<file path="config.mk">
export PLATFORM = sky130hd
export DESIGN_NAME = line_3d_point_stepper_flat
export DESIGN_NICKNAME = d
export VERILOG_FILES = /design/src/rtl/core/l3ps_pkg.sv /design/src/rtl/core/l3ps_if.sv /design/src/rtl/core/l3ps_setup.sv /design/src/rtl/core/line_3d_point_stepper.sv /design/src/flat_wrapper.sv
export VERILOG_INCLUDE_DIRS = /design/src /design/src/rtl/core
export SDC_FILE = /design/constraint.sdc
export NUM_CORES = 1
export LEC_CHECK = 0
export ABC_AREA = 1
export BUFFER_PORTS_ARGS = -buffer_cell sky130_fd_sc_hd__buf_2
export CAP_MARGIN = 20
export CORE_MARGIN = 5
export CORE_UTILIZATION = 29
export CTS_CLUSTER_DIAMETER = 80
export DETAILED_ROUTE_END_ITERATION = 10
export SYNTH_ARGS = -nofsm -noshare
export SYNTH_HDL_FRONTEND = slang
export SYNTH_SLANG_ARGS = --single-unit
</file>
<file path="constraint.sdc">
create_clock -name i_clk -period 7.55 [get_ports i_clk]
set_clock_uncertainty 0.05 [all_clocks]
set_input_delay 1.51 -clock i_clk [delete_from_list [all_inputs] [get_ports i_clk]]
set_output_delay 1.51 -clock i_clk [all_outputs]
set_load 0.01 [all_outputs]
</file>
<file path="src/rtl/core/line_3d_point_stepper_macros.svh">
// Assertion macros shared by the line stepper RTL.
// Included by files that carry concurrent checks; no other dependencies.
`ifndef LINE_3D_POINT_STEPPER_MACROS_SVH
`define LINE_3D_POINT_STEPPER_MACROS_SVH

// Same-cycle implication, disabled while reset is low.
`define L3PS_ASSERT_IMPL(lbl, clk, rst_n, ante, cons) \
    lbl: assert property (@(posedge clk) disable iff (!rst_n) (ante) |-> (cons)) \
        else $error("line stepper check failed");

// Next-cycle implication, disabled while reset is low.
`define L3PS_ASSERT_NEXT(lbl, clk, rst_n, ante, cons) \
    lbl: assert property (@(posedge clk) disable iff (!rst_n) (ante) |=> (cons)) \
        else $error("line stepper check failed");

`endif

</file>
<file path="src/rtl/core/l3ps_pkg.sv">
// Shared types, opcodes and axis helpers for the 3D line stepper.
// No dependencies.
package l3ps_pkg;

    // Opcode of an input item
    localparam logic OP_LOAD = 1'b0;
    localparam logic OP_STEP = 1'b1;

    // Driving axis code
    typedef enum logic [1:0] {
        AXIS_X = 2'd0,
        AXIS_Y = 2'd1,
        AXIS_Z = 2'd2
    } t_axis;

    // First minor axis: X drives -> Y, Y drives -> X, Z drives -> Y
    function automatic logic [1:0] minor_a(t_axis d);
        logic [1:0] r;
        unique case (d)
            AXIS_X:  r = AXIS_Y;
            AXIS_Y:  r = AXIS_X;
            AXIS_Z:  r = AXIS_Y;
            default: r = AXIS_Y;
        endcase
        return r;
    endfunction

    // Second minor axis: X drives -> Z, Y drives -> Z, Z drives -> X
    function automatic logic [1:0] minor_b(t_axis d);
        logic [1:0] r;
        unique case (d)
            AXIS_X:  r = AXIS_Z;
            AXIS_Y:  r = AXIS_Z;
            AXIS_Z:  r = AXIS_X;
            default: r = AXIS_X;
        endcase
        return r;
    endfunction

    // Array index of the driving axis, an unused code maps to Z
    function automatic logic [1:0] axis_idx(t_axis d);
        logic [1:0] r;
        unique case (d)
            AXIS_X:  r = AXIS_X;
            AXIS_Y:  r = AXIS_Y;
            AXIS_Z:  r = AXIS_Z;
            default: r = AXIS_Z;
        endcase
        return r;
    endfunction

endpackage

</file>
<file path="src/rtl/core/l3ps_if.sv">
// Valid/ready channel interfaces for the line stepper: command in, point out.
// No dependencies.
interface l3ps_in_if #(
    parameter int COORD_BITS = 8
);
    logic                  valid;
    logic                  ready;
    logic                  opcode;
    logic [COORD_BITS-1:0] start_x;
    logic [COORD_BITS-1:0] start_y;
    logic [COORD_BITS-1:0] start_z;
    logic [COORD_BITS-1:0] end_x;
    logic [COORD_BITS-1:0] end_y;
    logic [COORD_BITS-1:0] end_z;

    modport source (
        output valid, opcode, start_x, start_y, start_z, end_x, end_y, end_z,
        input  ready
    );
    modport sink (
        input  valid, opcode, start_x, start_y, start_z, end_x, end_y, end_z,
        output ready
    );
endinterface

interface l3ps_out_if #(
    parameter int COORD_BITS = 8
);
    logic                  valid;
    logic                  ready;
    logic [COORD_BITS-1:0] point_x;
    logic [COORD_BITS-1:0] point_y;
    logic [COORD_BITS-1:0] point_z;
    logic                  last;

    modport source (
        output valid, point_x, point_y, point_z, last,
        input  ready
    );
    modport sink (
        input  valid, point_x, point_y, point_z, last,
        output ready
    );
endinterface

</file>
<file path="src/rtl/core/l3ps_setup.sv">
// Line setup: absolute deltas, step signs, driving axis and initial error terms.
// Depends on l3ps_pkg.
module l3ps_setup #(
    parameter int  COORD_BITS = 8,
    localparam int ErrW       = COORD_BITS + 3
) (
    input  logic [2:0][COORD_BITS-1:0] i_start,
    input  logic [2:0][COORD_BITS-1:0] i_end,
    output logic [2:0][COORD_BITS-1:0] o_abs_delta,
    output logic [2:0]                 o_step_neg,
    output l3ps_pkg::t_axis            o_drive,
    output logic [1:0][ErrW-1:0]       o_err,
    output logic                       o_active
);

    logic [1:0]            d_idx;
    logic [1:0]            a_idx;
    logic [1:0]            b_idx;
    logic [ErrW-1:0]       dd_ext;

    // Per-axis magnitude and direction; step up only when end is above start
    always_comb begin
        for (int i = 0; i < 3; i++) begin
            if (i_end[i] > i_start[i]) begin
                o_abs_delta[i] = i_end[i] - i_start[i];
                o_step_neg[i]  = 1'b0;
            end else begin
                o_abs_delta[i] = i_start[i] - i_end[i];
                o_step_neg[i]  = 1'b1;
            end
        end
    end

    // Pick driving axis: X on ties, then Y, else Z
    always_comb begin
        priority if (o_abs_delta[0] >= o_abs_delta[1] && o_abs_delta[0] >= o_abs_delta[2]) begin
            o_drive = l3ps_pkg::AXIS_X;
        end else if (o_abs_delta[1] >= o_abs_delta[2]) begin
            o_drive = l3ps_pkg::AXIS_Y;
        end else begin
            o_drive = l3ps_pkg::AXIS_Z;
        end
    end

    // Initial error terms: 2 * minor delta - driving delta
    assign d_idx  = l3ps_pkg::axis_idx(o_drive);
    assign a_idx  = l3ps_pkg::minor_a(o_drive);
    assign b_idx  = l3ps_pkg::minor_b(o_drive);
    assign dd_ext = {3'b000, o_abs_delta[d_idx]};

    assign o_err[0] = {2'b00, o_abs_delta[a_idx], 1'b0} - dd_ext;
    assign o_err[1] = {2'b00, o_abs_delta[b_idx], 1'b0} - dd_ext;

    // A line stays active unless start and end share the driving coordinate
    assign o_active = i_start[d_idx] != i_end[d_idx];

endmodule

</file>
<file path="src/rtl/core/line_3d_point_stepper.sv">
// Path: an input transfer waits in the input register, and its point goes out from the result register.
// Throughput: one item per cycle while the output does not stall; the per-item step is one add/compare level
// between the input register and the result register, fed back through the line state.
// A step with no active line is consumed and returns nothing.
// Reset: synchronous, active low; clears both stage valids and all line state.
module line_3d_point_stepper #(
    parameter int COORD_BITS = 8
) (
    input  logic     i_clk,
    input  logic     i_rst_n,
    l3ps_in_if.sink  i_in,
    l3ps_out_if.source o_out
);

    `include "line_3d_point_stepper_macros.svh"

    localparam int ErrW = COORD_BITS + 3;

    // Input register
    logic                          r_in_vld;
    logic                          r_in_op;
    logic [2:0][COORD_BITS-1:0]    r_in_start;
    logic [2:0][COORD_BITS-1:0]    r_in_end;

    // Line state
    logic [2:0][COORD_BITS-1:0]    r_cur;
    logic [2:0][COORD_BITS-1:0]    r_end;
    logic [2:0][COORD_BITS-1:0]    r_abs;
    logic [2:0]                    r_neg;
    l3ps_pkg::t_axis               r_drive;
    logic [1:0][ErrW-1:0]          r_err;
    logic                          r_active;

    // Result register
    logic                          r_out_vld;
    logic [2:0][COORD_BITS-1:0]    r_pt;
    logic                          r_last;

    // Next values
    logic [2:0][COORD_BITS-1:0]    n_cur;
    logic [2:0][COORD_BITS-1:0]    n_end;
    logic [2:0][COORD_BITS-1:0]    n_abs;
    logic [2:0]                    n_neg;
    l3ps_pkg::t_axis               n_drive;
    logic [1:0][ErrW-1:0]          n_err;
    logic                          n_active;
    logic                          n_has_res;

    // Setup results for a load
    logic [2:0][COORD_BITS-1:0]    su_abs;
    logic [2:0]                    su_neg;
    l3ps_pkg::t_axis               su_drive;
    logic [1:0][ErrW-1:0]          su_err;
    logic                          su_active;

    // Step datapath
    logic [1:0]                    d_idx;
    logic [1:0]                    a_idx;
    logic [1:0]                    b_idx;
    logic [2:0][COORD_BITS-1:0]    mv_pos;
    logic [ErrW-1:0]               dd2;
    logic                          ge_a;
    logic                          ge_b;

    logic                          out_adv;
    logic                          fire;

    // Handshake: result stage advances when empty or drained
    assign out_adv    = !r_out_vld || o_out.ready;
    assign i_in.ready = !r_in_vld || out_adv;
    assign fire       = r_in_vld && out_adv;

    // Capture input item
    always_ff @(posedge i_clk) begin
        if (!i_rst_n) begin
            r_in_vld <= 1'b0;
        end else if (i_in.ready) begin
            r_in_vld <= i_in.valid;
        end
    end

    always_ff @(posedge i_clk) begin
        if (i_in.valid && i_in.ready) begin
            r_in_op    <= i_in.opcode;
            r_in_start <= {i_in.start_z, i_in.start_y, i_in.start_x};
            r_in_end   <= {i_in.end_z, i_in.end_y, i_in.end_x};
        end
    end

    l3ps_setup #(
        .COORD_BITS (COORD_BITS)
    ) u_setup (
        .i_start     (r_in_start),
        .i_end       (r_in_end),
        .o_abs_delta (su_abs),
        .o_step_neg  (su_neg),
        .o_drive     (su_drive),
        .o_err       (su_err),
        .o_active    (su_active)
    );

    // Step one unit along each axis in its own direction
    always_comb begin
        for (int i = 0; i < 3; i++) begin
            mv_pos[i] = r_neg[i] ? r_cur[i] - COORD_BITS'(1) : r_cur[i] + COORD_BITS'(1);
        end
    end

    assign d_idx = l3ps_pkg::axis_idx(r_drive);
    assign a_idx = l3ps_pkg::minor_a(r_drive);
    assign b_idx = l3ps_pkg::minor_b(r_drive);
    assign dd2   = {2'b00, r_abs[d_idx], 1'b0};
    assign ge_a  = !r_err[0][ErrW-1];
    assign ge_b  = !r_err[1][ErrW-1];

    // Next line state: load a new line, advance the active one, or hold
    always_comb begin
        n_cur     = r_cur;
        n_end     = r_end;
        n_abs     = r_abs;
        n_neg     = r_neg;
        n_drive   = r_drive;
        n_err     = r_err;
        n_active  = r_active;
        n_has_res = 1'b0;
        unique case (r_in_op)
            l3ps_pkg::OP_LOAD: begin
                n_cur     = r_in_start;
                n_end     = r_in_end;
                n_abs     = su_abs;
                n_neg     = su_neg;
                n_drive   = su_drive;
                n_err     = su_err;
                n_active  = su_active;
                n_has_res = 1'b1;
            end
            l3ps_pkg::OP_STEP: begin
                if (r_active) begin
                    n_cur[d_idx] = mv_pos[d_idx];
                    if (ge_a) begin
                        n_cur[a_idx] = mv_pos[a_idx];
                    end
                    if (ge_b) begin
                        n_cur[b_idx] = mv_pos[b_idx];
                    end
                    n_err[0]  = r_err[0] - (ge_a ? dd2 : '0)
                              + {2'b00, r_abs[a_idx], 1'b0};
                    n_err[1]  = r_err[1] - (ge_b ? dd2 : '0)
                              + {2'b00, r_abs[b_idx], 1'b0};
                    n_active  = n_cur[d_idx] != r_end[d_idx];
                    n_has_res = 1'b1;
                end
            end
            default: begin
                n_has_res = 1'b0;
            end
        endcase
    end

    // Hold line state, advance on each item that leaves the input register
    always_ff @(posedge i_clk) begin
        if (!i_rst_n) begin
            r_cur     <= '0;
            r_end     <= '0;
            r_abs     <= '0;
            r_neg     <= '0;
            r_drive   <= l3ps_pkg::AXIS_X;
            r_err     <= '0;
            r_active  <= 1'b0;
            r_out_vld <= 1'b0;
        end else begin
            if (fire) begin
                r_cur    <= n_cur;
                r_end    <= n_end;
                r_abs    <= n_abs;
                r_neg    <= n_neg;
                r_drive  <= n_drive;
                r_err    <= n_err;
                r_active <= n_active;
            end
            if (out_adv) begin
                r_out_vld <= fire && n_has_res;
            end
        end
    end

    // Result payload
    always_ff @(posedge i_clk) begin
        if (fire && n_has_res) begin
            r_pt   <= n_cur;
            r_last <= !n_active;
        end
    end

    assign o_out.valid   = r_out_vld;
    assign o_out.point_x = r_pt[0];
    assign o_out.point_y = r_pt[1];
    assign o_out.point_z = r_pt[2];
    assign o_out.last    = r_last;

    // A pending point flags last exactly when it closed the line
    `L3PS_ASSERT_IMPL(a_last_matches_active, i_clk, i_rst_n, r_out_vld, r_last == !r_active)
    // An active line never sits on its end coordinate
    `L3PS_ASSERT_IMPL(a_active_not_at_end, i_clk, i_rst_n, r_active, r_cur[d_idx] != r_end[d_idx])
    // Drop a step that finds no active line
    `L3PS_ASSERT_NEXT(a_idle_step_silent, i_clk, i_rst_n, fire && r_in_op == l3ps_pkg::OP_STEP && !r_active, !r_out_vld)

endmodule

</file>
<file path="src/flat_wrapper.sv">
// flat-port wrapper written by rule: the top's interface ports become plain ports
module line_3d_point_stepper_flat 
#(
    parameter int COORD_BITS = 8
)
  (i_clk, i_rst_n, i_in_valid, i_in_opcode, i_in_start_x, i_in_start_y, i_in_start_z, i_in_end_x, i_in_end_y, i_in_end_z, i_in_ready, o_out_valid, o_out_point_x, o_out_point_y, o_out_point_z, o_out_last, o_out_ready);
  l3ps_in_if #(.COORD_BITS(COORD_BITS)) i_in_i ();
  l3ps_out_if #(.COORD_BITS(COORD_BITS)) o_out_i ();
  input  logic i_clk;
  input  logic i_rst_n;
  input wire logic [$bits(i_in_i.valid)-1:0] i_in_valid;
  input wire logic [$bits(i_in_i.opcode)-1:0] i_in_opcode;
  input wire logic [$bits(i_in_i.start_x)-1:0] i_in_start_x;
  input wire logic [$bits(i_in_i.start_y)-1:0] i_in_start_y;
  input wire logic [$bits(i_in_i.start_z)-1:0] i_in_start_z;
  input wire logic [$bits(i_in_i.end_x)-1:0] i_in_end_x;
  input wire logic [$bits(i_in_i.end_y)-1:0] i_in_end_y;
  input wire logic [$bits(i_in_i.end_z)-1:0] i_in_end_z;
  output wire logic [$bits(i_in_i.ready)-1:0] i_in_ready;
  output wire logic [$bits(o_out_i.valid)-1:0] o_out_valid;
  output wire logic [$bits(o_out_i.point_x)-1:0] o_out_point_x;
  output wire logic [$bits(o_out_i.point_y)-1:0] o_out_point_y;
  output wire logic [$bits(o_out_i.point_z)-1:0] o_out_point_z;
  output wire logic [$bits(o_out_i.last)-1:0] o_out_last;
  input wire logic [$bits(o_out_i.ready)-1:0] o_out_ready;
  assign i_in_i.valid = i_in_valid;
  assign i_in_i.opcode = i_in_opcode;
  assign i_in_i.start_x = i_in_start_x;
  assign i_in_i.start_y = i_in_start_y;
  assign i_in_i.start_z = i_in_start_z;
  assign i_in_i.end_x = i_in_end_x;
  assign i_in_i.end_y = i_in_end_y;
  assign i_in_i.end_z = i_in_end_z;
  assign i_in_ready = i_in_i.ready;
  assign o_out_valid = o_out_i.valid;
  assign o_out_point_x = o_out_i.point_x;
  assign o_out_point_y = o_out_i.point_y;
  assign o_out_point_z = o_out_i.point_z;
  assign o_out_last = o_out_i.last;
  assign o_out_i.ready = o_out_ready;
  line_3d_point_stepper #(.COORD_BITS(COORD_BITS)) u_core (.i_clk(i_clk), .i_rst_n(i_rst_n), .i_in(i_in_i), .o_out(o_out_i));
endmodule
</file>
# Word-level counts from Yosys, hierarchy flattened

Index checks and enable logic that the tools add are counted.

Add/subtract/negate cells: 18
$lt $le $gt $ge: 15
Equality and inequality tests: 5
Mux-type cells: 68
Bitwise logic cells: 1
Reductions and logical operators: 18

Operators with widths:

| kind                                                                          | count |
|---|---|
| 8-bit binary-select mux with 2-bit select                                     | 13 |
| 8-bit two-way mux                                                             | 22 |
| 24-bit two-way mux                                                            | 7 |
| 24-bit bitwise mux                                                            | 3 |
| 8-bit demux with 2-bit select                                                 | 3 |
| 24-bit one-hot mux with 2 select lines                                        | 1 |
| 8-bit subtractor                                                              | 6 |
| 22-bit one-hot mux with 2 select lines                                        | 1 |
| 8-bit by 1-bit adder with 8-bit output (second input constant)                | 3 |
| 8-bit >= comparator                                                           | 3 |
| 8-bit greater-than comparator                                                 | 3 |
| 8-bit by 1-bit subtractor with 8-bit output (second input constant)           | 3 |
| 11-bit by 9-bit adder with 11-bit output                                      | 2 |
| 22-bit two-way mux                                                            | 1 |
| 11-bit subtractor                                                             | 2 |
| 9-bit by 8-bit subtractor with 10-bit output                                  | 2 |
| 9-bit two-way mux                                                             | 2 |
| 8-bit != test                                                                 | 2 |
| 2-bit by 3-bit less-than comparator with 1-bit output (second input constant) | 5 |
| 2-bit two-way mux                                                             | 4 |
| 2-bit one-hot mux with 2 select lines                                         | 2 |
| 1-bit logical AND                                                             | 7 |
| 1-bit two-way mux                                                             | 7 |
| 2-bit by 1-bit equality test with 1-bit output (second input constant)        | 2 |
| 11 further kinds                                                              | 19 |

Bits in registers: 176
Bits of input ports: 53
Logic and storage cells: 152

# Depth between registers and ports, before layout

Gate-level depths: netlist of the first run.

Depth after elaboration: 21
Gate-level depth with buffers: 40
Gate-level depth less buffers: 39

# Modules after synthesis

Synthesis of the first run repeated with hierarchy kept, for this count alone.

Cell total of the unflattened synthesis: 1857
Area, all modules: 13565.5 um^2

Modules (own cells, without submodules):

| module                | instances | cells each | area each (um^2) | sequential area each (um^2) |
|---|---|---|---|---|
| line_3d_point_stepper | 1         | 1145       | 9370.2           | 4224.1 |
| l3ps_setup            | 1         | 712        | 4195.3           | 0.0 |

# Worst setup path before layout of the first run

No wires, ideal clock.

Path type: flip-flop to flip-flop
From: register u_core.r_in_end[16] (netlist bit)
To: register u_core.r_err[8] (netlist bit)
Arrival time: 5271 ps
Required time: 7325 ps
Path slack: 2054 ps
Stages on the path, launching flop included: 39
Period minus slack after synthesis: 5496 ps
Path through: edfxtp_1 -> inv_1 -> ha_1 -> inv_1 -> fa_1 -> nand2_1 -> nand2_1 -> nand3_1 -> nand2_2 -> nand2_4 -> inv_1 -> a211oi_1 -> o22ai_1 -> a21oi_1 -> o21bai_1 -> xor2_1 -> ha_1 -> nand2_1 -> [3 not listed] -> a21oi_4 -> nand2_4 -> clkbuf_1 -> o221ai_1 -> ha_1 -> a21oi_1 -> inv_1 -> a31oi_1 -> nor2_1 -> nor2_1 -> inv_1 -> a21oi_1 -> nor2_1 -> o21ai_0 -> nand2_1 -> xor2_1 -> nand2_1 -> a31oi_1

Word-level cells in the longest chain between the ends: 11
Elaborated cells between the ends (all ways): 19

RTL lines:

| item                                                                                | RTL line                           | text |
|---|---|---|
| start, declared                                                                     | line_3d_point_stepper.sv:23        | `logic [2:0][COORD_BITS-1:0] r_in_end;` |
| start signal, assigned                                                              | line_3d_point_stepper.sv:86        | `r_in_end <= {i_in.end_z, i_in.end_y, i_in.end_x};` |
| 8-bit subtractor, or another cell as far along                                      | l3ps_setup.sv:28                   | `o_abs_delta[i] = i_start[i] - i_end[i];` |
| 8-bit two-way mux *                                                                 | l3ps_setup.sv:24                   | `if (i_end[i] > i_start[i]) begin` |
| 8-bit >= comparator, on equally long branches                                       | l3ps_setup.sv:38, l3ps_setup.sv:36 |  |
| 2-bit two-way mux or 1-bit logical AND (tied branches)                              | l3ps_setup.sv:38, l3ps_setup.sv:36 |  |
| 2-bit two-way mux                                                                   | l3ps_setup.sv:36                   | `priority if (o_abs_delta[0] >= o_abs_delta[1] && o_abs_delta[0] >= o_abs_delta[2]) begin` |
| 2-bit by 1-bit equality test with 1-bit output or 2-bit logical NOT (tied branches) | l3ps_pkg.sv:19, l3ps_pkg.sv:43     |  |
| 2-bit one-hot mux with 2 select lines or 1-bit two-way mux (tied branches)          | l3ps_pkg.sv:43, l3ps_pkg.sv:19     |  |
| 8-bit binary-select mux with 2-bit select, on equally long branches                 | l3ps_setup.sv:49, l3ps_setup.sv:51 |  |
| 8-bit two-way mux, on equally long branches                                         | l3ps_setup.sv:49, l3ps_setup.sv:51 |  |
| 9-bit by 8-bit subtractor with 10-bit output *                                      | l3ps_setup.sv:51                   | `assign o_err[0] = {2'b00, o_abs_delta[a_idx], 1'b0} - dd_ext;` |
| 22-bit one-hot mux with 2 select lines *                                            | line_3d_point_stepper.sv:126       | `unique case (r_in_op)` |
| end signal, assigned                                                                | line_3d_point_stepper.sv:178       | `r_err <= n_err;` |
| end, declared                                                                       | line_3d_point_stepper.sv:31        | `logic [1:0][ErrW-1:0] r_err;` |

Mark *: on every way between the ends. The rest lies on a longest branch, timed or not. The select of a mux whose other input is x is not followed.
A chain may end at the register's enable or synchronous reset.

# Worst setup path after layout of the first run

From: register u_core.r_in_end[8] (netlist bit)
To: register u_core.r_err[8] (netlist bit)

Same word-level chain as after synthesis.

==> results.toml, run 1 <==
[synthesis]
netlist_area_sq_mm = 0.0130
synth_ff_type = "dfxtp_1"
async_flop_share_pct = 0
synth_edf_count = 74
yosysUniqueCellTypes = 52
yosys_warnings = 0
yosys_register_bits = 174
yosysSeqAreaShare_pct = 32.6
synth_fp_nets = 1899
syn_area_per_cell_sq_um = 7.59
syn-instance-count = 1707

[finish]
final_util_pct = 32.9
area_delta_synth_final_pct = 12.2
nets = 1946
antenna_cells = 0
drive_gt1_share_pct = 10.3

[timing]
min_period_ns = 6.53
setup_slack_ns = 1.02
setup_tns_ns = 0
max_freq_ghz = 0.153
rsz0062_at_grt = "false"
setup_viol = 0
layout_worst_path_cycle_share_pct = 86.5
slew_viol_final = 0
tightest_slew_ns = 0.864
hold_violations = 0
whs_ns = 0.415
slew_headroom_pct = 42.4

[die]
fp.dieH_um = 221
start_util_pct = 29.3
die_w_um = 221
pin_count = 80
core_sq_mm = 0.0442
num_rows = 77
die_area_sq_mm = 0.0490

[grt]
antenna_found_initial = 0
grt.total_usage_pct = 17.0
grt_pass1_vias = 11000
overflow = 0
grt_max_degree = 92
grt_pass1_wl_mm = 64.8

[worst_setup_path]
cp_common_cell = "nand2_1"
cp_max_fo = 28
crit_type = "reg -> reg"
critical_path_buf_inv_count = 5
arrival_ns = 6.80
max_stage_delay_ns = 0.50
cp-end-kind = "register"
path_delay_family = "simple AND/OR/NAND/NOR gates"
reg2reg_slack_ns = 1.02
start_kind = "register"
worstPathRequired_ns = 7.82
rr_startpoint = "u_core.r_in_end[8]"
ff2ff_path_depth = 36
timing.rr.end = "u_core.r_err[8]"
crit_path_top_delay_cell = "xor2_1"

[hold_path]
hold_start = "u_core.r_end[15]"
min_to = "u_core.r_end[15]"
hold_depth = 2
hold_class = "reg -> reg"

[clocking]
cts.sinks = 174
postCtsSetupRepairBufs = 0
clock_path_buffers = 2
cts_root_buf = "clkbuf_16"
clk-insertion-delay-late_ns = 0.47
path_clk_slew_ns = 0.07
postCtsHoldBufs = 0
numCtsBuffers = 17
cts_tree = "yes"
cts-resized-gates = 0
htreeDepth = 4

[run]
max_cap_violations = 0

[power_and_ir_drop]
p_per_area_mw_per_mm2 = 321
p_clk_share_pct = 20.6
power_w = 0.00467
p_seq_share_pct = 23.5
p_leak_nw = 6.87
p_sw_share_pct = 47.9
p_sw_w = 0.00223
power_frac_comb_pct = 55.9
ir_drop_v = 0.000247
intPower_w = 0.00243

[route]
detail_route.wl_per_cell_um = 18.1
dr.pass1.iters = 5
drt-initial-drc-count = 902
vias = 11700
drc = 0
via_per_inst = 4.94
wl_mm = 42.7
final_antenna_net_count = 0

[place]
dp_slack_ns = 1.14
portBuffers = 79
gp_congestion = 0.913
dp_hpwl_mm = 32.9

[outcome]
status = "complete, no violations"
## state kept, by name, indices dropped and copies added (netlist names)
signal and cells:
u_core.r_in_op 1, u_core.r_err 20, u_core.r_abs 24, u_core.o_out.last 1, u_core.o_out.point_x 8, u_core.r_in_end 24
u_core.o_out.point_z 8, u_core.r_neg 3, u_core.r_cur 24, u_core.r_in_vld 1, u_core.o_out.point_y 8, u_core.r_in_start 24
u_core.o_out.valid 1, u_core.r_end 24, u_core.r_active 1, u_core.r_drive 2
## tightest hold or removal path: stages (launching register included)
cell and delay, ns:
dfxtp_1 0.30, inv_1 0.06, a21oi_1 0.06
## power groups by stage
stage	sequential [W]	clock, W	combinational, W
floorplan	0.00110	0	0.00195
global placement	0.00112	0	0.00254
detailed placement	0.00112	0	0.00256
CTS	0.00110	0.000982	0.00258
global route	0.00111	0.00102	0.00292
finish	0.00110	0.000959	0.00261
## cell usage after synthesis, types with 4 or more instances
library cell	count	area [sq um]
nand2_1	294	1100
inv_1	269	1010
o21ai_0	193	966
a21oi_1	177	886
ha_1	111	1390
dfxtp_1	100	2000
nor2_1	96	360
edfxtp_1	74	2220
nand3_1	60	300
clkbuf_1	47	176
xor2_1	41	359
fa_1	28	561
o221ai_1	26	228
nand2_2	21	131
o211ai_1	19	143
o22ai_1	14	87.6
xnor2_1	14	123
a31oi_1	9	56.3
inv_2	9	33.8
nor3_1	9	45.0
o21ai_1	8	40.0
a211oi_1	7	52.6
o21bai_1	7	52.6
buf_6	5	56.3
nand2_4	5	56.3
nand3b_1	5	37.5
buf_1	4	15.0
buf_2	4	20.0
nand3_2	4	40.0
nand4_1	4	25.0
## cell usage in the layout, fill, tap and decap left out, types with 26 or more instances in the layout
master | Yosys | routed
dfxtp_1 | 100 | 100
o21ai_0 | 193 | 193
fa_1 | 28 | 28
ha_1 | 111 | 111
edfxtp_1 | 74 | 74
nor2_1 | 96 | 94
xor2_1 | 41 | 41
a21oi_1 | 177 | 177
o221ai_1 | 26 | 26
inv_1 | 269 | 268
buf_2 | 4 | 79
nand3_1 | 60 | 60
nand2_1 | 294 | 294
## metrics by stage
stage	cells	area, sq um
final	2359	14500
after global routing	2359	14500
after CTS	2359	14500
after detailed placement	2327	13900
after global placement	2327	13900
after floorplan	1707	13000
## how the worst max path moves through the flow
| stage | cells after the start | slack, ns | start | endpoint |
|---|---|---|---|---|
| 3_3_place_gp | 37 | 1.19 | u_core.r_in_start[17] | u_core.r_err[8] |
| 4_1_cts | 39 | 1.12 | u_core.r_in_end[16] | u_core.r_err[8] |
| 2_1_floorplan | 38 | 2.05 | u_core.r_in_end[16] | u_core.r_err[8] |
| 3_5_place_dp | 39 | 1.14 | u_core.r_in_end[16] | u_core.r_err[8] |
| 6_report | 36 | 1.02 | u_core.r_in_end[8] | u_core.r_err[8] |
| 5_1_grt | 39 | 0.41 | u_core.r_in_end[16] | u_core.r_err[8] |
## kinds of logic (layout without fill, tap and decap cells)
kind of cell,Yosys count,after routing,synth area share (%)
AND/OR/NAND/NOR,517,517,17.6
AO/OA/AOI/OAI,476,476,20.5
buffers and inverters,343,403,10.3
flip-flops,174,174,32.6
adder cells (fa/ha/maj),139,139,15.0
XOR/XNOR,55,55,3.72
multiplexers,3,3,0.232
## routing by layer
| metal | GRT usage [%] | routed length [um] | share of wire (%) | up-vias |
|---|---|---|---|---|
| met5 | 0 | 0 | 0 | - |
| met4 | 7.74 | 1820 | 4.2 | 0 |
| met3 | 2.56 | 1880 | 4.4 | 67 |
| li1 | - | - | - | 5789 |
| met1 | 22.3 | 19100 | 45 | 5493 |
| met2 | 27.8 | 20000 | 47 | 309 |
## final cells by class
class / instances / area [sq um]
clock buffers: 19 / 475
multi-input cells: 1190 / 7410
well taps: 592 / 741
fillers: 4669 / 29700
repair buffers: 90 / 478
flip-flops and latches: 174 / 4220
clock inverters: 13 / 153
inverters: 281 / 1050
Note: power is estimated with default switching activity, not from simulation.
==> inputs of run 2 (changes only) <==
Clock period 7.55 ns to 6.15 ns, I/O delays scaled along.
==> run 2 against run 1 <==
Combinational power rose by 31%. Clock-buffer cell count is 2 higher. Hold slack better by 0.0013 ns. Final area increased by 1.7%. Maximum frequency is 12% higher. Cell count is 1.0% higher. Power is 26% higher. Critical path depth rose by 1. First-iteration DRC count up 13%. Register-to-register slack worse by 0.69 ns. Non-clock buffer count increased by 24. Critical path type unchanged. Largest cell class unchanged.
==> results.toml, run 2 (synthesized netlist as in run 1, its figures left out) <==
[outcome]
status = "complete, no violations"

[power_and_ir_drop]
power_frac_comb_pct = 58.3
ir_drop_v = 0.000289
intPower_w = 0.00307
p_clk_share_pct = 18.7
p_seq_share_pct = 23.0
power_w = 0.00587
p_leak_nw = 6.95
p_per_area_mw_per_mm2 = 397
p_sw_w = 0.00280
p_sw_share_pct = 47.7

[place]
dp_hpwl_mm = 32.8
portBuffers = 79
dp_cells = 2345
gp_congestion = 0.919
postPlaceCellArea_sq_mm = 0.0140
dp_slack_ns = 0.244

[clocking]
cts.sinks = 174
htreeDepth = 4
cts_tree = "yes"
clock_path_buffers = 2
postCtsHoldBufs = 0
path_clk_slew_ns = 0.08
clk-insertion-delay-late_ns = 0.47
cts_root_buf = "clkbuf_16"
numCtsBuffers = 17

[timing]
setup_slack_ns = 0.332
tightest_slew_ns = 0.841
slew_viol_final = 0
slew_headroom_pct = 44.0
max_freq_ghz = 0.172
hold_violations = 0
min_period_ns = 5.82
layout_worst_path_cycle_share_pct = 94.6
setup_viol = 0

[route]
dr.pass1.iters = 5
wl_mm = 42.4
final_antenna_net_count = 0
drt-initial-drc-count = 1022
via_per_inst = 4.93
wirelength_met1_mm = 18.8
met3RoutedLength_mm = 2.17
drc = 0
vias = 11800
top_layer = "met5"
detail_route.wl_per_cell_um = 17.8
routed-wl-met2_mm = 20.0

[finish]
fillCellCount = 4640
nets = 1970
mostFrequentLayoutCell = "nand2_1"
final_cell_area_sq_mm = 0.0148
layout_common_cells = "nand2_1 (294), inv_1 (267), o21ai_0 (193)"
area_delta_synth_final_pct = 14.0
drive_gt1_share_pct = 12.3
instances_no_fill = 2383
antenna_cells = 0
multi_input_area_sq_mm = 0.00753
seq_area_sq_mm = 0.00422

[grt]
grt_pass1_wl_mm = 65.9
overflow = 0
grt_max_degree = 92
grt_pass1_vias = 11300
grt.total_usage_pct = 17.0
antenna_found_initial = 1

[worst_setup_path]
rr_startpoint = "u_core.r_in_end[0]"
max_stage_delay_ns = 0.42
crit_type = "reg -> reg"
crit_path_top_delay_cell = "fa_1"
cp_max_fo = 13
arrival_ns = 6.09
worstPathRequired_ns = 6.42
cp-end-kind = "register"
crit_start = "u_core.r_in_end[0]"
cp_common_cell = "inv_1"
start_kind = "register"

[die]
pin_count = 80
num_rows = 77
fp.dieH_um = 221
die_w_um = 221
start_util_pct = 29.3
core_sq_mm = 0.0442
die_area_sq_mm = 0.0490

[hold_path]
hold_class = "reg -> reg"
hold_start = "u_core.r_end[15]"

[run]
max_cap_violations = 0
[run 2: changes by cell type in the layout (fill, tap and decap cells not counted), sizes merged]
cell	previous run	this run
clkbuf	19	21
bufinv	1	0
inv	288	285
clkinvlp	0	2
buf	90	114
[run 2: final cells by class]
cell class | instances | area share, %
tap | 592 | 5.01
clock inverter | 11 | 0.618
multi-input combinational | 1190 | 50.9
clock buffer | 21 | 3.26
sequential | 174 | 28.6
timing repair buffer | 114 | 4.45
inverter | 281 | 7.16
[run 2: timing repair]
action / 4_1_cts / 5_1_grt
gates resized for setup: 0 / 20
setup buffers: 0 / 6
endpoints found under the setup margin: 0 / 10
[run 2: layer usage]
metal  vias to the layer above  GRT usage (%)
li1                       5828              -
met1                      5486           22.4
met2                       375           28.5
met3                        63           2.45
met4                         2           5.87
met5                         -              0
[run 2: final timing paths]
kind	slack, ns	end	cells after the start
max	0.33	u_core.r_err[8]	37
min	0.42	u_core.r_end[15]	2
max reg2reg	0.33	u_core.r_err[8]	37
min reg2reg	0.42	u_core.r_end[15]	2
[run 2: per-stage QoR]
stage / TNS, ns / util, % / hold slack [ns]
5_1_grt: -0.129 / 33.4 / 0.457
2_1_floorplan: 0 / - / 0.380
3_5_place_dp: 0 / 31.8 / 0.403
6_report: 0 / 33.4 / 0.416
4_1_cts: 0 / 33.1 / 0.413
3_3_place_gp: 0 / 31.8 / 0.397
[run 2: power by group through the flow]
stage	Combinational, W	Sequential, W	Clock [W]
3_5_place_dp	0.00325	0.00137	0
6_report	0.00343	0.00135	0.00110
3_3_place_gp	0.00322	0.00137	0
2_1_floorplan	0.00239	0.00135	0
5_1_grt	0.00384	0.00136	0.00116
4_1_cts	0.00327	0.00135	0.00112
[run 2: critical path: cells and delay by family (launching register included)]
kind | cells | cell delay (ns)
AOI/OAI and AO/OA | 9 | 1.54
xor gates and xnor gates | 2 | 0.49
adders and majority gates | 4 | 1.20
buffers and inverters | 7 | 0.71
DFF | 1 | 0.37
and+or+nand+nor | 15 | 1.30
==> inputs of run 3 (changes only) <==
Settings changed: RECOVER_POWER from default to 25.
==> run 3 against run 2 <==
Clock power about the same. Routed wire length down 0.14%. Hold slack better by 0.00093 ns. The run now ends with capacitance limit, slew limit left. Final area down 0.10%. Largest cell class unchanged. Worst setup slack worse by 0.0047 ns. Sequential power about the same.
==> results.toml, run 3 (synthesized netlist as in run 1, its figures left out) <==
[finish]
fillCellCount = 4642
layout_common_cells = "nand2_1 (294), inv_1 (267), o21ai_0 (193)"
mostFrequentLayoutCell = "nand2_1"
antenna_cells = 0
final_cell_area_sq_mm = 0.0148
area_delta_synth_final_pct = 13.9
drive_gt1_share_pct = 11.7
final_util_pct = 33.4
nets = 1970

[worst_setup_path]
arrival_ns = 6.10
ff2ff_path_depth = 39
rr_startpoint = "u_core.r_in_end[16]"
worstPathRequired_ns = 6.42
crit_path_top_delay_cell = "fa_1"
reg2reg_slack_ns = 0.33
cp_max_fo = 13
cp-end-kind = "register"
crit_type = "reg -> reg"
timing.rr.end = "u_core.r_err[8]"
start_kind = "register"
max_stage_delay_ns = 0.42

[clocking]
path_clk_slew_ns = 0.08
cts_root_buf = "clkbuf_16"
cts.sinks = 174
clock_path_buffers = 2
cts_tree = "yes"
numCtsBuffers = 17
clk-insertion-delay-late_ns = 0.47
htreeDepth = 4

[route]
drt-initial-drc-count = 1007
via_per_inst = 4.92
drc = 0
dr.pass1.iters = 5
final_antenna_net_count = 0
detail_route.wl_per_cell_um = 17.8
vias = 11700
wl_mm = 42.3

[grt]
antenna_found_initial = 1
grt.total_usage_pct = 17.0
grt_max_degree = 92
overflow = 0
grt_pass1_vias = 11300
grt_pass1_wl_mm = 65.9

[power_and_ir_drop]
p_per_area_mw_per_mm2 = 398
power_w = 0.00587
p_leak_nw = 6.92
ir_drop_v = 0.000288

[timing]
slew_viol_final = 50
layout_worst_path_cycle_share_pct = 94.7
tightest_slew_ns = 2.96
whs_ns = 0.417
hold_violations = 0
slew_headroom_pct = -97.6
min_period_ns = 5.82
max_freq_ghz = 0.172
setup_viol = 0

[outcome]
violations = "capacitance limit, slew limit"
status = "finished, violations left"

[hold_path]
min_to = "u_core.r_end[15]"
hold_start = "u_core.r_end[15]"
hold_depth = 2
hold_class = "reg -> reg"

[die]
start_util_pct = 29.3
num_rows = 77
core_sq_mm = 0.0442
fp.dieH_um = 221
die_area_sq_mm = 0.0490
die_w_um = 221
pin_count = 80

[place]
gp_congestion = 0.919
portBuffers = 79
postPlaceCellArea_sq_mm = 0.0140
dp_hpwl_mm = 32.8

[run]
max_cap_violations = 1
==> run 3: changes by cell type in the layout (fill, tap and decap cells not counted), sizes merged <==
cell	change
buf	-10
clkbuf	+10
clkinv	+1
inv	-1
==> run 3: worst max path at each step <==
| stage | start | end | slack, ns | cells past startpoint |
|---|---|---|---|---|
| 2_1_floorplan | u_core.r_in_end[16] | u_core.r_err[8] | 0.65 | 38 |
| 3_3_place_gp | u_core.r_in_end[8] | u_core.r_err[8] | 0.29 | 36 |
| 3_5_place_dp | u_core.r_in_end[16] | u_core.r_err[8] | 0.24 | 37 |
| 4_1_cts | u_core.r_in_end[16] | u_core.r_err[8] | 0.21 | 37 |
| 5_1_grt | u_core.r_in_end[16] | u_core.r_err[8] | -0.12 | 36 |
| 6_report | u_core.r_in_end[16] | u_core.r_err[8] | 0.33 | 39 |
==> run 3: final cells by class <==
cell class / instances / area [sq um] / area share, %
Clock inverter: 11 / 91.3 / 0.619
Sequential cell: 174 / 4220 / 28.6
Timing Repair Buffer: 114 / 643 / 4.36
Clock buffer: 21 / 482 / 3.26
Inverter: 281 / 1060 / 7.17
Multi-Input combinational cell: 1190 / 7530 / 51.0
Tap cell: 592 / 741 / 5.02
==> run 3: report_power, final <==
part / internal (W) / leakage [nW] / total [W] / switching (W)
combinational: 0.00122 / 5.10 / 0.00343 / 0.00221
clock: 0.000574 / 0.285 / 0.00110 / 0.000525
sequential: 0.00128 / 1.53 / 0.00135 / 0.0000647
==> run 3: layer usage <==
| layer | share of wire (%) | track usage (%) | vias up | wire length (um) |
|---|---|---|---|---|
| met2 | 47 | 28.5 | 348 | 20000 |
| met3 | 4.7 | 2.45 | 60 | 1980 |
| met4 | 3.0 | 5.87 | 2 | 1290 |
| li1 | - | - | 5828 | - |
| met5 | 0.031 | 0 | - | 13 |
| met1 | 45 | 22.4 | 5476 | 19000 |
==> run 3: worst max-delay path, delay by kind of cell (launching register included) <==
family | cells | cell delay [ns]
AOI/OAI and AO/OA | 11 | 1.60
buffers and inverters | 7 | 0.71
xor gates and xnor gates | 2 | 0.44
and+or+nand+nor | 15 | 1.39
adders and majority gates | 4 | 1.12
DFF | 1 | 0.39
==> run 3: timing repair <==
action,in CTS,in global routing
setup buffers,0,6
gates resized for setup,0,20
hold buffers,0,0
endpoints found under the setup margin,0,10
==> run 3: stage by stage <==
stage | setup TNS [ns] | std cells | setup slack (ns)
after floorplan | 0 | 1707 | 0.654
after global placement | 0 | 2345 | 0.289
after detailed placement | 0 | 2345 | 0.244
after CTS | 0 | 2377 | 0.207
after global routing | -0.129 | 2383 | -0.124
final | 0 | 2383 | 0.328
